`src/hdl/deq_pkg.sv`:
```
// Shared constants for the double-ended queue: widths, opcodes, status codes.
`timescale 1ns / 1ps

package deq_pkg;

    localparam int QUEUE_DEPTH_DEF = 64;

    localparam int OPCODE_W    = 3;
    localparam int VALUE_W     = 32;
    localparam int STATUS_W    = 2;
    localparam int COUNT_OUT_W = 7;

    localparam logic [OPCODE_W-1:0] OP_PUSH_FRONT = 3'd0;
    localparam logic [OPCODE_W-1:0] OP_PUSH_BACK  = 3'd1;
    localparam logic [OPCODE_W-1:0] OP_POP_FRONT  = 3'd2;
    localparam logic [OPCODE_W-1:0] OP_POP_BACK   = 3'd3;
    localparam logic [OPCODE_W-1:0] OP_PEEK_FRONT = 3'd4;
    localparam logic [OPCODE_W-1:0] OP_PEEK_BACK  = 3'd5;
    localparam logic [OPCODE_W-1:0] OP_LIST_FWD   = 3'd6;
    localparam logic [OPCODE_W-1:0] OP_LIST_REV   = 3'd7;

    localparam logic [STATUS_W-1:0] ST_OK    = 2'd0;
    localparam logic [STATUS_W-1:0] ST_EMPTY = 2'd1;
    localparam logic [STATUS_W-1:0] ST_FULL  = 2'd2;

endpackage

```
`src/hdl/double_ended_queue_unit.sv`:
```
// Top level of the double-ended queue: ring buffer control around the entry store.
`timescale 1ns / 1ps

// Bounded double-ended queue of signed 32-bit values held in a ring buffer of
// QUEUE_DEPTH entries (2..64), addressed by a front index and an entry count.
// A transaction is taken on a rising edge with start high and busy low. Push,
// pop and peek give a single result on o_valid in the cycle right after the
// transaction, and busy stays low, so a new transaction may follow every
// cycle. A listing of N stored entries gives N results on consecutive cycles
// starting the cycle after the transaction; busy is high while the entries
// after the first are read, since the one read port of the entry store
// fetches one entry per cycle. Results are shown for exactly one cycle and
// cannot be stalled; a downstream consumer must take every o_valid cycle.
// Pushing onto a full queue drops the value (status full); popping, peeking
// or listing an empty queue gives one empty result.
// The entry store needs no clearing after reset: only written entries are read.

module double_ended_queue_unit #(
    parameter int QUEUE_DEPTH = deq_pkg::QUEUE_DEPTH_DEF
) (
    input  logic                                   i_clk,
    input  logic                                   i_rst_n,
    input  logic                                   start,
    output logic                                   busy,
    input  logic [deq_pkg::OPCODE_W-1:0]           i_opcode,
    input  logic signed [deq_pkg::VALUE_W-1:0]     i_item_value,
    output logic                                   o_valid,
    output logic signed [deq_pkg::VALUE_W-1:0]     o_result_value,
    output logic [deq_pkg::STATUS_W-1:0]           o_status,
    output logic                                   o_last_of_run,
    output logic [deq_pkg::COUNT_OUT_W-1:0]        o_entry_count
);

    localparam int IDX_W = (QUEUE_DEPTH > 1) ? $clog2(QUEUE_DEPTH) : 1;
    localparam int CNT_W = $clog2(QUEUE_DEPTH + 1);
    localparam int SUM_W = IDX_W + 1;

    // controller states
    localparam logic S_IDLE = 1'b0;
    localparam logic S_LIST = 1'b1;

    // slot k places after base, with one wrap
    function automatic logic [IDX_W-1:0] wrap_add(input logic [IDX_W-1:0] base,
                                                  input logic [CNT_W-1:0] k);
        logic [SUM_W-1:0] s;
        s = SUM_W'(base) + SUM_W'(k);
        if (s >= SUM_W'(QUEUE_DEPTH)) begin
            wrap_add = IDX_W'(s - SUM_W'(QUEUE_DEPTH));
        end else begin
            wrap_add = IDX_W'(s);
        end
    endfunction

    // slot just before s, wrapping at zero
    function automatic logic [IDX_W-1:0] wrap_dec(input logic [IDX_W-1:0] s);
        if (s == '0) begin
            wrap_dec = IDX_W'(QUEUE_DEPTH - 1);
        end else begin
            wrap_dec = s - IDX_W'(1);
        end
    endfunction

    // queue state
    logic             r_state,  n_state;
    logic [IDX_W-1:0] r_front,  n_front;
    logic [CNT_W-1:0] r_count,  n_count;
    // listing walk
    logic [IDX_W-1:0] r_cursor, n_cursor;
    logic [CNT_W-1:0] r_left,   n_left;
    logic             r_fwd,    n_fwd;

    // result register; r_out_mem selects the store's read data as the value
    logic                                r_out_valid,  n_out_valid;
    logic                                r_out_mem,    n_out_mem;
    logic signed [deq_pkg::VALUE_W-1:0]  r_out_value,  n_out_value;
    logic [deq_pkg::STATUS_W-1:0]        r_out_status, n_out_status;
    logic                                r_out_last,   n_out_last;
    logic [CNT_W-1:0]                    r_out_count,  n_out_count;

    // entry store ports
    logic                               ram_we;
    logic [IDX_W-1:0]                   ram_waddr;
    logic                               ram_re;
    logic [IDX_W-1:0]                   ram_raddr;
    logic signed [deq_pkg::VALUE_W-1:0] ram_rdata;

    logic             accept;
    logic             is_full;
    logic             is_empty;
    logic [IDX_W-1:0] back_slot;
    logic [IDX_W-1:0] push_back_slot;
    logic [IDX_W-1:0] push_front_slot;
    logic [IDX_W-1:0] list_next;

    assign busy     = (r_state == S_LIST);
    assign accept   = start && !busy;
    assign is_full  = (r_count == CNT_W'(QUEUE_DEPTH));
    assign is_empty = (r_count == '0);

    // back slot is only used when the queue holds entries
    assign back_slot       = wrap_add(r_front, r_count - CNT_W'(1));
    assign push_back_slot  = wrap_add(r_front, r_count);
    assign push_front_slot = wrap_dec(r_front);
    assign list_next       = r_fwd ? wrap_add(r_cursor, CNT_W'(1)) : wrap_dec(r_cursor);

    always_comb begin
        n_state      = r_state;
        n_front      = r_front;
        n_count      = r_count;
        n_cursor     = r_cursor;
        n_left       = r_left;
        n_fwd        = r_fwd;
        n_out_valid  = 1'b0;
        n_out_mem    = r_out_mem;
        n_out_value  = r_out_value;
        n_out_status = r_out_status;
        n_out_last   = r_out_last;
        n_out_count  = r_out_count;
        ram_we       = 1'b0;
        ram_waddr    = push_back_slot;
        ram_re       = 1'b0;
        ram_raddr    = r_front;

        if (r_state == S_LIST) begin
            // one entry per cycle; r_left counts entries not yet read
            ram_re       = 1'b1;
            ram_raddr    = list_next;
            n_cursor     = list_next;
            n_left       = r_left - CNT_W'(1);
            n_out_valid  = 1'b1;
            n_out_mem    = 1'b1;
            n_out_status = deq_pkg::ST_OK;
            n_out_last   = (r_left == CNT_W'(1));
            n_out_count  = r_count;
            if (r_left == CNT_W'(1)) begin
                n_state = S_IDLE;
            end
        end else if (accept) begin
            n_out_valid = 1'b1;
            n_out_mem   = 1'b0;
            n_out_value = '0;
            n_out_last  = 1'b1;
            case (i_opcode)
                deq_pkg::OP_PUSH_FRONT,
                deq_pkg::OP_PUSH_BACK: begin
                    if (is_full) begin
                        n_out_status = deq_pkg::ST_FULL;
                        n_out_count  = r_count;
                    end else begin
                        ram_we       = 1'b1;
                        n_count      = r_count + CNT_W'(1);
                        n_out_value  = i_item_value;
                        n_out_status = deq_pkg::ST_OK;
                        n_out_count  = r_count + CNT_W'(1);
                        if (i_opcode == deq_pkg::OP_PUSH_FRONT) begin
                            ram_waddr = push_front_slot;
                            n_front   = push_front_slot;
                        end else begin
                            ram_waddr = push_back_slot;
                        end
                    end
                end
                deq_pkg::OP_POP_FRONT,
                deq_pkg::OP_POP_BACK,
                deq_pkg::OP_PEEK_FRONT,
                deq_pkg::OP_PEEK_BACK: begin
                    if (is_empty) begin
                        n_out_status = deq_pkg::ST_EMPTY;
                        n_out_count  = r_count;
                    end else begin
                        ram_re       = 1'b1;
                        n_out_mem    = 1'b1;
                        n_out_status = deq_pkg::ST_OK;
                        n_out_count  = r_count;
                        if (i_opcode == deq_pkg::OP_POP_FRONT ||
                            i_opcode == deq_pkg::OP_PEEK_FRONT) begin
                            ram_raddr = r_front;
                        end else begin
                            ram_raddr = back_slot;
                        end
                        if (i_opcode == deq_pkg::OP_POP_FRONT) begin
                            n_front     = wrap_add(r_front, CNT_W'(1));
                            n_count     = r_count - CNT_W'(1);
                            n_out_count = r_count - CNT_W'(1);
                        end else if (i_opcode == deq_pkg::OP_POP_BACK) begin
                            n_count     = r_count - CNT_W'(1);
                            n_out_count = r_count - CNT_W'(1);
                        end
                    end
                end
                deq_pkg::OP_LIST_FWD,
                deq_pkg::OP_LIST_REV: begin
                    if (is_empty) begin
                        n_out_status = deq_pkg::ST_EMPTY;
                        n_out_count  = r_count;
                    end else begin
                        // first entry is read now; the rest walk in S_LIST
                        n_fwd        = (i_opcode == deq_pkg::OP_LIST_FWD);
                        ram_re       = 1'b1;
                        ram_raddr    = (i_opcode == deq_pkg::OP_LIST_FWD) ? r_front : back_slot;
                        n_cursor     = ram_raddr;
                        n_left       = r_count - CNT_W'(1);
                        n_out_mem    = 1'b1;
                        n_out_status = deq_pkg::ST_OK;
                        n_out_last   = (r_count == CNT_W'(1));
                        n_out_count  = r_count;
                        if (r_count != CNT_W'(1)) begin
                            n_state = S_LIST;
                        end
                    end
                end
                default: begin
                    n_out_status = deq_pkg::ST_EMPTY;
                    n_out_count  = r_count;
                end
            endcase
        end
    end

    always_ff @(posedge i_clk) begin
        if (!i_rst_n) begin
            r_state     <= S_IDLE;
            r_front     <= '0;
            r_count     <= '0;
            r_cursor    <= '0;
            r_left      <= '0;
            r_fwd       <= 1'b0;
            r_out_valid <= 1'b0;
        end else begin
            r_state     <= n_state;
            r_front     <= n_front;
            r_count     <= n_count;
            r_cursor    <= n_cursor;
            r_left      <= n_left;
            r_fwd       <= n_fwd;
            r_out_valid <= n_out_valid;
        end
    end

    always_ff @(posedge i_clk) begin
        r_out_mem    <= n_out_mem;
        r_out_value  <= n_out_value;
        r_out_status <= n_out_status;
        r_out_last   <= n_out_last;
        r_out_count  <= n_out_count;
    end

    deq_ram #(
        .QUEUE_DEPTH (QUEUE_DEPTH),
        .IDX_W       (IDX_W)
    ) u_ram (
        .i_clk     (i_clk),
        .i_wr_en   (ram_we),
        .i_wr_addr (ram_waddr),
        .i_wr_data (i_item_value),
        .i_rd_en   (ram_re),
        .i_rd_addr (ram_raddr),
        .o_rd_data (ram_rdata)
    );

    assign o_valid        = r_out_valid;
    assign o_result_value = r_out_mem ? ram_rdata : r_out_value;
    assign o_status       = r_out_status;
    assign o_last_of_run  = r_out_last;
    assign o_entry_count  = deq_pkg::COUNT_OUT_W'(r_out_count);

    // count stays within the ring
    a_count_bound: assert property (@(posedge i_clk) disable iff (!i_rst_n)
        r_count <= CNT_W'(QUEUE_DEPTH))
        else $error("entry count above queue depth");

    // every transaction gets a result on the next cycle
    a_result_follows: assert property (@(posedge i_clk) disable iff (!i_rst_n)
        accept |=> o_valid)
        else $error("transaction without result");

    // a listing run has no gaps
    a_run_contiguous: assert property (@(posedge i_clk) disable iff (!i_rst_n)
        (o_valid && !o_last_of_run) |=> o_valid)
        else $error("listing run broken");

    // no push lands in the store while a listing walks it
    a_no_write_in_list: assert property (@(posedge i_clk) disable iff (!i_rst_n)
        busy |-> !ram_we)
        else $error("store written during listing");

    // a dropped push only when the ring is full
    a_full_status: assert property (@(posedge i_clk) disable iff (!i_rst_n)
        (o_valid && o_status == deq_pkg::ST_FULL)
            |-> (o_entry_count == deq_pkg::COUNT_OUT_W'(QUEUE_DEPTH)))
        else $error("full status with room left");

endmodule

```
`src/hdl/deq_ram.sv`:
```
// Entry store: one write port, one read port with registered read data.
`timescale 1ns / 1ps

module deq_ram #(
    parameter int QUEUE_DEPTH = deq_pkg::QUEUE_DEPTH_DEF,
    parameter int IDX_W       = 6
) (
    input  logic                              i_clk,
    input  logic                              i_wr_en,
    input  logic [IDX_W-1:0]                  i_wr_addr,
    input  logic signed [deq_pkg::VALUE_W-1:0] i_wr_data,
    input  logic                              i_rd_en,
    input  logic [IDX_W-1:0]                  i_rd_addr,
    output logic signed [deq_pkg::VALUE_W-1:0] o_rd_data
);

    logic signed [deq_pkg::VALUE_W-1:0] r_mem [QUEUE_DEPTH];
    logic signed [deq_pkg::VALUE_W-1:0] r_rd_data;

    always_ff @(posedge i_clk) begin
        if (i_wr_en) begin
            r_mem[i_wr_addr] <= i_wr_data;
        end
    end

    always_ff @(posedge i_clk) begin
        if (i_rd_en) begin
            r_rd_data <= r_mem[i_rd_addr];
        end
    end

    assign o_rd_data = r_rd_data;

endmodule
```
`config.mk`:
```
export PLATFORM = sky130hd
export DESIGN_NAME = double_ended_queue_unit
export DESIGN_NICKNAME = d
export VERILOG_FILES = /design/src/hdl/deq_pkg.sv /design/src/hdl/double_ended_queue_unit.sv /design/src/hdl/deq_ram.sv
export SDC_FILE = /design/constraint.sdc
export NUM_CORES = 2
export LEC_CHECK = 0
export ABC_AREA = 1
export BUFFER_PORTS_ARGS = -buffer_cell sky130_fd_sc_hd__buf_2
export CORE_AREA = 2 2 325 488
export CTS_BUF_LIST = sky130_fd_sc_hd__clkbuf_8 sky130_fd_sc_hd__clkbuf_16
export DETAILED_ROUTE_END_ITERATION = 6
export DIE_AREA = 0 0 327 490
export HOLD_SLACK_MARGIN = 0.06
export PLACE_DENSITY = 0.73
export SKIP_CTS_REPAIR_TIMING = 1
export SLEW_MARGIN = 20
export SYNTH_ARGS = -nofsm -noshare
export SYNTH_HDL_FRONTEND = slang
export SYNTH_HIERARCHICAL = 1
export SYNTH_SLANG_ARGS = --single-unit
```
`constraint.sdc`:
```
create_clock -name i_clk -period 7.7 [get_ports i_clk]
set_clock_uncertainty 0.2 [all_clocks]
set_input_delay 1.54 -clock i_clk [delete_from_list [all_inputs] [get_ports i_clk]]
set_output_delay 1.54 -clock i_clk [all_outputs]
set_load 0.01 [all_outputs]
```
---- Yosys cells after proc, flatten, opt, wreduce, memory -nomap -nowiden ----
Memory sizes are Yosys's and may differ from the RTL's. A register that Yosys moved wholly into a read port is not among the register bits.
Index checks and enable logic that the tools add are counted.
word-level totals
  bits in writable memories ............... 2048
  output and inout port bits .............. 44
  input port bits ......................... 38
  bits in registers ....................... 72
  memories ................................ 1
  word-level logic and storage cells ...... 135
memories
  name         depth  width  read ports  clocked after memory_dff  wr ports  RTL line       source
  u_ram.r_mem  64     32     1           1                         1         deq_ram.sv:17  logic signed [deq_pkg::VALUE_W-1:0] r_mem [QUEUE_DEPTH];
cells by class
  muxes and demuxes ....................... 66
  bitwise operators ....................... 3
  $add $sub $neg .......................... 13
  reduce and logical (&&, ||, !) cells .... 20
  equality and inequality tests ........... 16
  magnitude comparators ................... 4
operators with widths
  operator               count
  $mux W6                26
  $mux W7                10
  $sub A6 B1 Y6 const B  6
  $mux W32               1
  $ge A7 B7 Y1 const B   4
  $pmux W6 S2            2
  $mux W1                23
  $pmux W7 S3            1
  $add A6 B1 Y7 const B  2
  $add A6 B7 Y7          2
  $eq A7 B1 Y1 const B   2
  $pmux W7 S2            1
  $sub A7 B1 Y7 const B  2
  $eq A3 B3 Y1 const B   4
  $logic_not A6 Y1       2
  $ne A2 B2 Y1 const B   5
  $add A7 B1 Y7 const B  1
  $eq A7 B7 Y1 const B   1
  $logic_not A7 Y1       1
  $ne A7 B1 Y1 const B   1
  $reduce_and A7 Y1      1
  $eq A3 B2 Y1 const B   2
  $reduce_and A3 Y1      2
  $reduce_bool A2 Y1     3
  13 further kinds       17

---- Depth between registers and ports, before layout ----
  word-level depth ........................ 9
  depth in mapped cells ................... 24
  depth with buffers taken out ............ 21

---- Modules after synthesis ----
Netlist, hierarchy kept.
modules (own cells, without submodules)
  module                   area an instance (um^2)  cells each  instances
  deq_ram                  83106.0                  6785        1
  double_ended_queue_unit  5240.0                   751         1

---- Worst setup path after synthesis ----
No wires, ideal clock.
  path kind ............................... input port to flip-flop
  start ................................... input i_opcode[2] (netlist name)
  end ..................................... memory u_ram/r_mem[55][0] (netlist name) (enable)
  stages on the path ...................... 13
  path slack .............................. 1740 ps
  buffers on the path ..................... 2
  library setup time ...................... 461 ps
  arrival time ............................ 5299 ps
  cells stage by stage .................... buf_2 nor2_2 buf_4 nand2_1 nor2_2 nand2_2 inv_2 nand2_1 o21ai_1 inv_1 nor3_1 inv_1 nor3_1
between the ends
  longest elaborated chain between the ends .. 7
  elaborated cells between the ends (all ways) .. 13
  those cells by class .................... 1 x eq/ne; 10 x mux; 2 x reduce/logical
RTL lines
  item                                              RTL line                        source
  start, declared                                   double_ended_queue_unit.sv:25   input logic [deq_pkg::OPCODE_W-1:0] i_opcode,
  $eq A3 B1 Y1 or $logic_not A3 Y1 (tied branches)  double_ended_queue_unit.sv:143  case (i_opcode)
  $reduce_or A2 Y1 *                                double_ended_queue_unit.sv:143
  $mux W1 *                                         double_ended_queue_unit.sv:143
  $mux W1 *                                         double_ended_queue_unit.sv:138  end else if (accept) begin
  $mux W1 *                                         double_ended_queue_unit.sv:124  if (r_state == S_LIST) begin
  net ram_we                                        double_ended_queue_unit.sv:81   logic ram_we;
  $mux W1 *                                         deq_ram.sv:21                   if (i_wr_en) begin
  $mux W1 (implied by the code) *                   deq_ram.sv:22                   r_mem[i_wr_addr] <= i_wr_data;
  end, declared                                     deq_ram.sv:17
The timed path passes the listed nets; every way through them passes the cells marked *.

---- Worst setup path after layout ----
  start ................................... register r_count[0]
  end ..................................... register u_ram.r_rd_data (netlist bit u_ram/o_rd_data[29]), read port of u_ram.r_mem (data pin)
between the ends
  longest elaborated chain between the ends .. 9
  elaborated cells between the ends (all ways) .. 17
  those cells by class .................... 3 x add/sub; 1 x order compare; 12 x mux; 1 x reduce/logical
RTL lines
  item                                           RTL line                                                        source
  start, declared                                double_ended_queue_unit.sv:66                                   logic [CNT_W-1:0] r_count, n_count;
  start signal, assigned                         double_ended_queue_unit.sv:232                                  r_count <= n_count;
  $sub A7 B1 Y7                                  double_ended_queue_unit.sv:101                                  assign back_slot = wrap_add(r_front, r_count - CNT_W'(1));
  $add A6 B7 Y7                                  double_ended_queue_unit.sv:46                                   s = SUM_W'(base) + SUM_W'(k);
  $sub A6 B1 Y6 or $ge A7 B7 Y1 (tied branches)  double_ended_queue_unit.sv:48, double_ended_queue_unit.sv:47
  $mux W6                                        double_ended_queue_unit.sv:47                                   if (s >= SUM_W'(QUEUE_DEPTH)) begin
  $mux W6, on equally long branches              double_ended_queue_unit.sv:200, double_ended_queue_unit.sv:175
  $mux W6, on equally long branches              double_ended_queue_unit.sv:193, double_ended_queue_unit.sv:167
  $pmux W6 S2 *                                  double_ended_queue_unit.sv:143
  $mux W6 *                                      double_ended_queue_unit.sv:138
  $mux W6 *                                      double_ended_queue_unit.sv:124
  net ram_raddr[1]                               double_ended_queue_unit.sv:84                                   logic [IDX_W-1:0] ram_raddr;
  end, declared                                  deq_ram.sv:18                                                   logic signed [deq_pkg::VALUE_W-1:0] r_rd_data;
Marked as above.
A chain may end at the register's enable or synchronous reset.

==> qor.yml <==
status: "finished, violations left"
violations: "DRC"
reg2reg_to: "u_ram/o_rd_data[29]"
drt_wl_total_microns: 245000
ys_ff_latch: 2152
clk_latency_ns: 0.81
synthArstFlopShare: 0
setup_violations: 0
slew_headroom: 0.124
end_kind: "register"
dieArea_sq_um: 160000
final_nets: 7578
synthesis.instances: 7536
antenna_left: 0
fp.dieH_microns: 490
grt_pass1_vias: 58048
cp_data_arrival_time_ns: 6.09
hp-start: "r_left[1]"
clockRootBuffer: "clkbuf_16"
max-clock-path-buffers: 3
final_cell_mix: "nand2_1, edfxtp_1, nand3_1"
holdWs_ns: 0.308
synthAdderAreaFrac: 0.00343
area_delta_synth_final_pct: 10.3
hp-class: "reg2reg"
vias: 60703
ys_warn_count: 6
gr-total-overflow: 0
yosys.area_share.simple: 0.225
antenna_found_initial: 13
vias_per_cell: 6.23
power.density_nw_per_um2: 284
ys.flop_type: "edfxtp_1"
synth_top_family_by_area: "simple AND/OR/NAND/NOR gates"
cts_buffers: 179
ir_worst_vdd_mv: 0.218
fin_tns_setup_ns: 0
min_period_ns: 5.74
gp_congestion: 0.919
synth_compound_area_frac: 0.00858
path_clk_slew_ns: 0.07
yosysUniqueCellTypes: 46
rows: 178
start_util: 0.566
reg2reg_slack_ns: 1.96
yosysSeqAreaShare: 0.728
dr.pass1.iters: 7
ios: 82
synth_area_sq_um: 88300
tightest_slew_ns: 1.31
drc: 5
drv_cap: 0
grt_use_total: 0.301
die_x_microns: 327
drv_slew: 0
critPathMaxFanout: 147
worstPathRequired_ns: 8.05
routedWlPerCell_microns: 25.2
hold_viol_final: 0
critPathLaunchType: "register"
dp_hpwl_microns: 136000
cts.sinks: 2152
avgSynthCellArea_sq_um: 11.7
reg2reg_depth: 20
tritoncts: "yes"
r2r_start: "r_count[0]"
cts_max_level: 4
grt_pass1_wl_microns: 361000
core-area_sq_um: 156000
synth.area.mux_share: 0.000113
hold_path_end: "r_left[1]"
fin_crit_sh: 0.745
port_buffers: 81
critical_path_class: "reg2reg"
post_layout_nonfiller_instances: 9747
power_leakage_nw: 34.8
min_path_cells: 2
syn_nets: 7597
grt_start_max_net_pins: 196
max_freq_ghz: 0.174
placed_cells: 9406
drt_iter0_drc: 8727
synth_xor_area_frac: 0.00258
rsz0062_at_grt: "no"
synth_edf_count: 2120
drive_gt1_frac: 0.0855
mostFrequentLayoutCell: "nand2_1"
[report_power, final]
part	switching (mW)	internal [mW]	leakage, nW
Clock	4.13	5.13	3.03
Sequential	0.108	13.0	19.4
Combinational	3.89	1.39	12.4
[per-stage QoR]
step	power, mW	utilization	area, sq um	worst slack (ns)
global placement	18.4	0.585	91300	1.55
finish	27.7	0.624	97500	1.96
floorplan	16.6	-	88300	1.74
CTS	27.6	0.624	97400	2.16
detailed placement	18.5	0.586	91500	1.55
global route	28.5	0.624	97500	1.77
[flip-flops by register name (all words and copies together), names as in the netlist, 6 cells and up]
signal / count
u_ram/r_mem: 2048
r_out_value: 32
u_ram/o_rd_data: 32
o_entry_count: 7
r_count: 7
r_left: 7
r_cursor: 6
r_front: 6
[cell type report]
type,instances,area [sq um]
Antenna cell,6,15.0
Tap cell,2070,2590
Multi-Input combinational cell,4787,21700
Inverter,122,497
Clock buffer,184,4600
Fill cell,11429,58700
Sequential cell,2152,64300
Clock inverter,151,1380
Timing Repair Buffer,275,2370
[routing by layer]
layer / track usage / share of wire / up-vias
met2: 0.505 / 0.50 / 3941
met4: 0.150 / 0.052 / 12
li1: - / - / 26561
met1: 0.380 / 0.35 / 29418
met3: 0.0510 / 0.10 / 771
met5: 0 / 0.00029 / -
[logic make-up after synthesis]
| logic type | count (synthesis) |
|---|---|
| simple gates | 4601 |
| flops | 2152 |
| xor+xnor | 26 |
| buf+inv | 597 |
| fa+ha+maj | 23 |
| compound gates | 136 |
| mux | 1 |
[worst max-delay path by stage]
stage | slack [ns] | endpoint | from
floorplan | 1.74 | u_ram/r_mem[55][0] | i_opcode[2]
global placement | 1.55 | u_ram/o_rd_data[6] | i_opcode[0]
detailed placement | 1.55 | u_ram/o_rd_data[29] | i_opcode[0]
CTS | 2.16 | u_ram/o_rd_data[29] | r_count[0]
global route | 1.77 | u_ram/o_rd_data[29] | r_count[0]
finish | 1.96 | u_ram/o_rd_data[29] | r_count[0]
[worst max-delay path, stage by stage (launching register included)]
cell	delay (ns)
dfxtp_1	0.50
inv_1	0.22
ha_1	0.30
inv_1	0.15
fa_1	0.46
nand2_1	0.08
o21ai_0	0.11
nand2_1	0.10
o21ai_1	0.07
o22ai_1	0.17
nand2_1	0.11
nand3_4	0.17
buf_12	0.36
buf_4	0.86
nand3_1	0.17
nand3_1	0.14
nand3_1	0.10
nand3_1	0.27
nand2_1	0.17
nand2_1	0.19
nand2_1	0.09
[cells in the mapped netlist, drive strengths merged, types with 2 or more instances]
library cell | count | area (sq um)
nand2 | 2480 | 9340
a211oi | 4 | 40.0
o22ai | 3 | 18.8
edfxtp | 2120 | 63700
dfxtp | 32 | 641
nor3 | 22 | 121
xnor2 | 4 | 35.0
o211ai | 5 | 37.5
fa | 2 | 40.0
o21ai | 67 | 339
clkbuf | 98 | 369
nand3 | 1949 | 9750
ha | 21 | 263
a31oi | 9 | 56.3
buf | 377 | 2050
nor2 | 142 | 581
nand3b | 2 | 15.0
nand4 | 4 | 40.0
a21oi | 41 | 209
or2 | 2 | 12.5
inv | 122 | 463
xor2 | 22 | 193
Power figures use the tool's default switching activity.
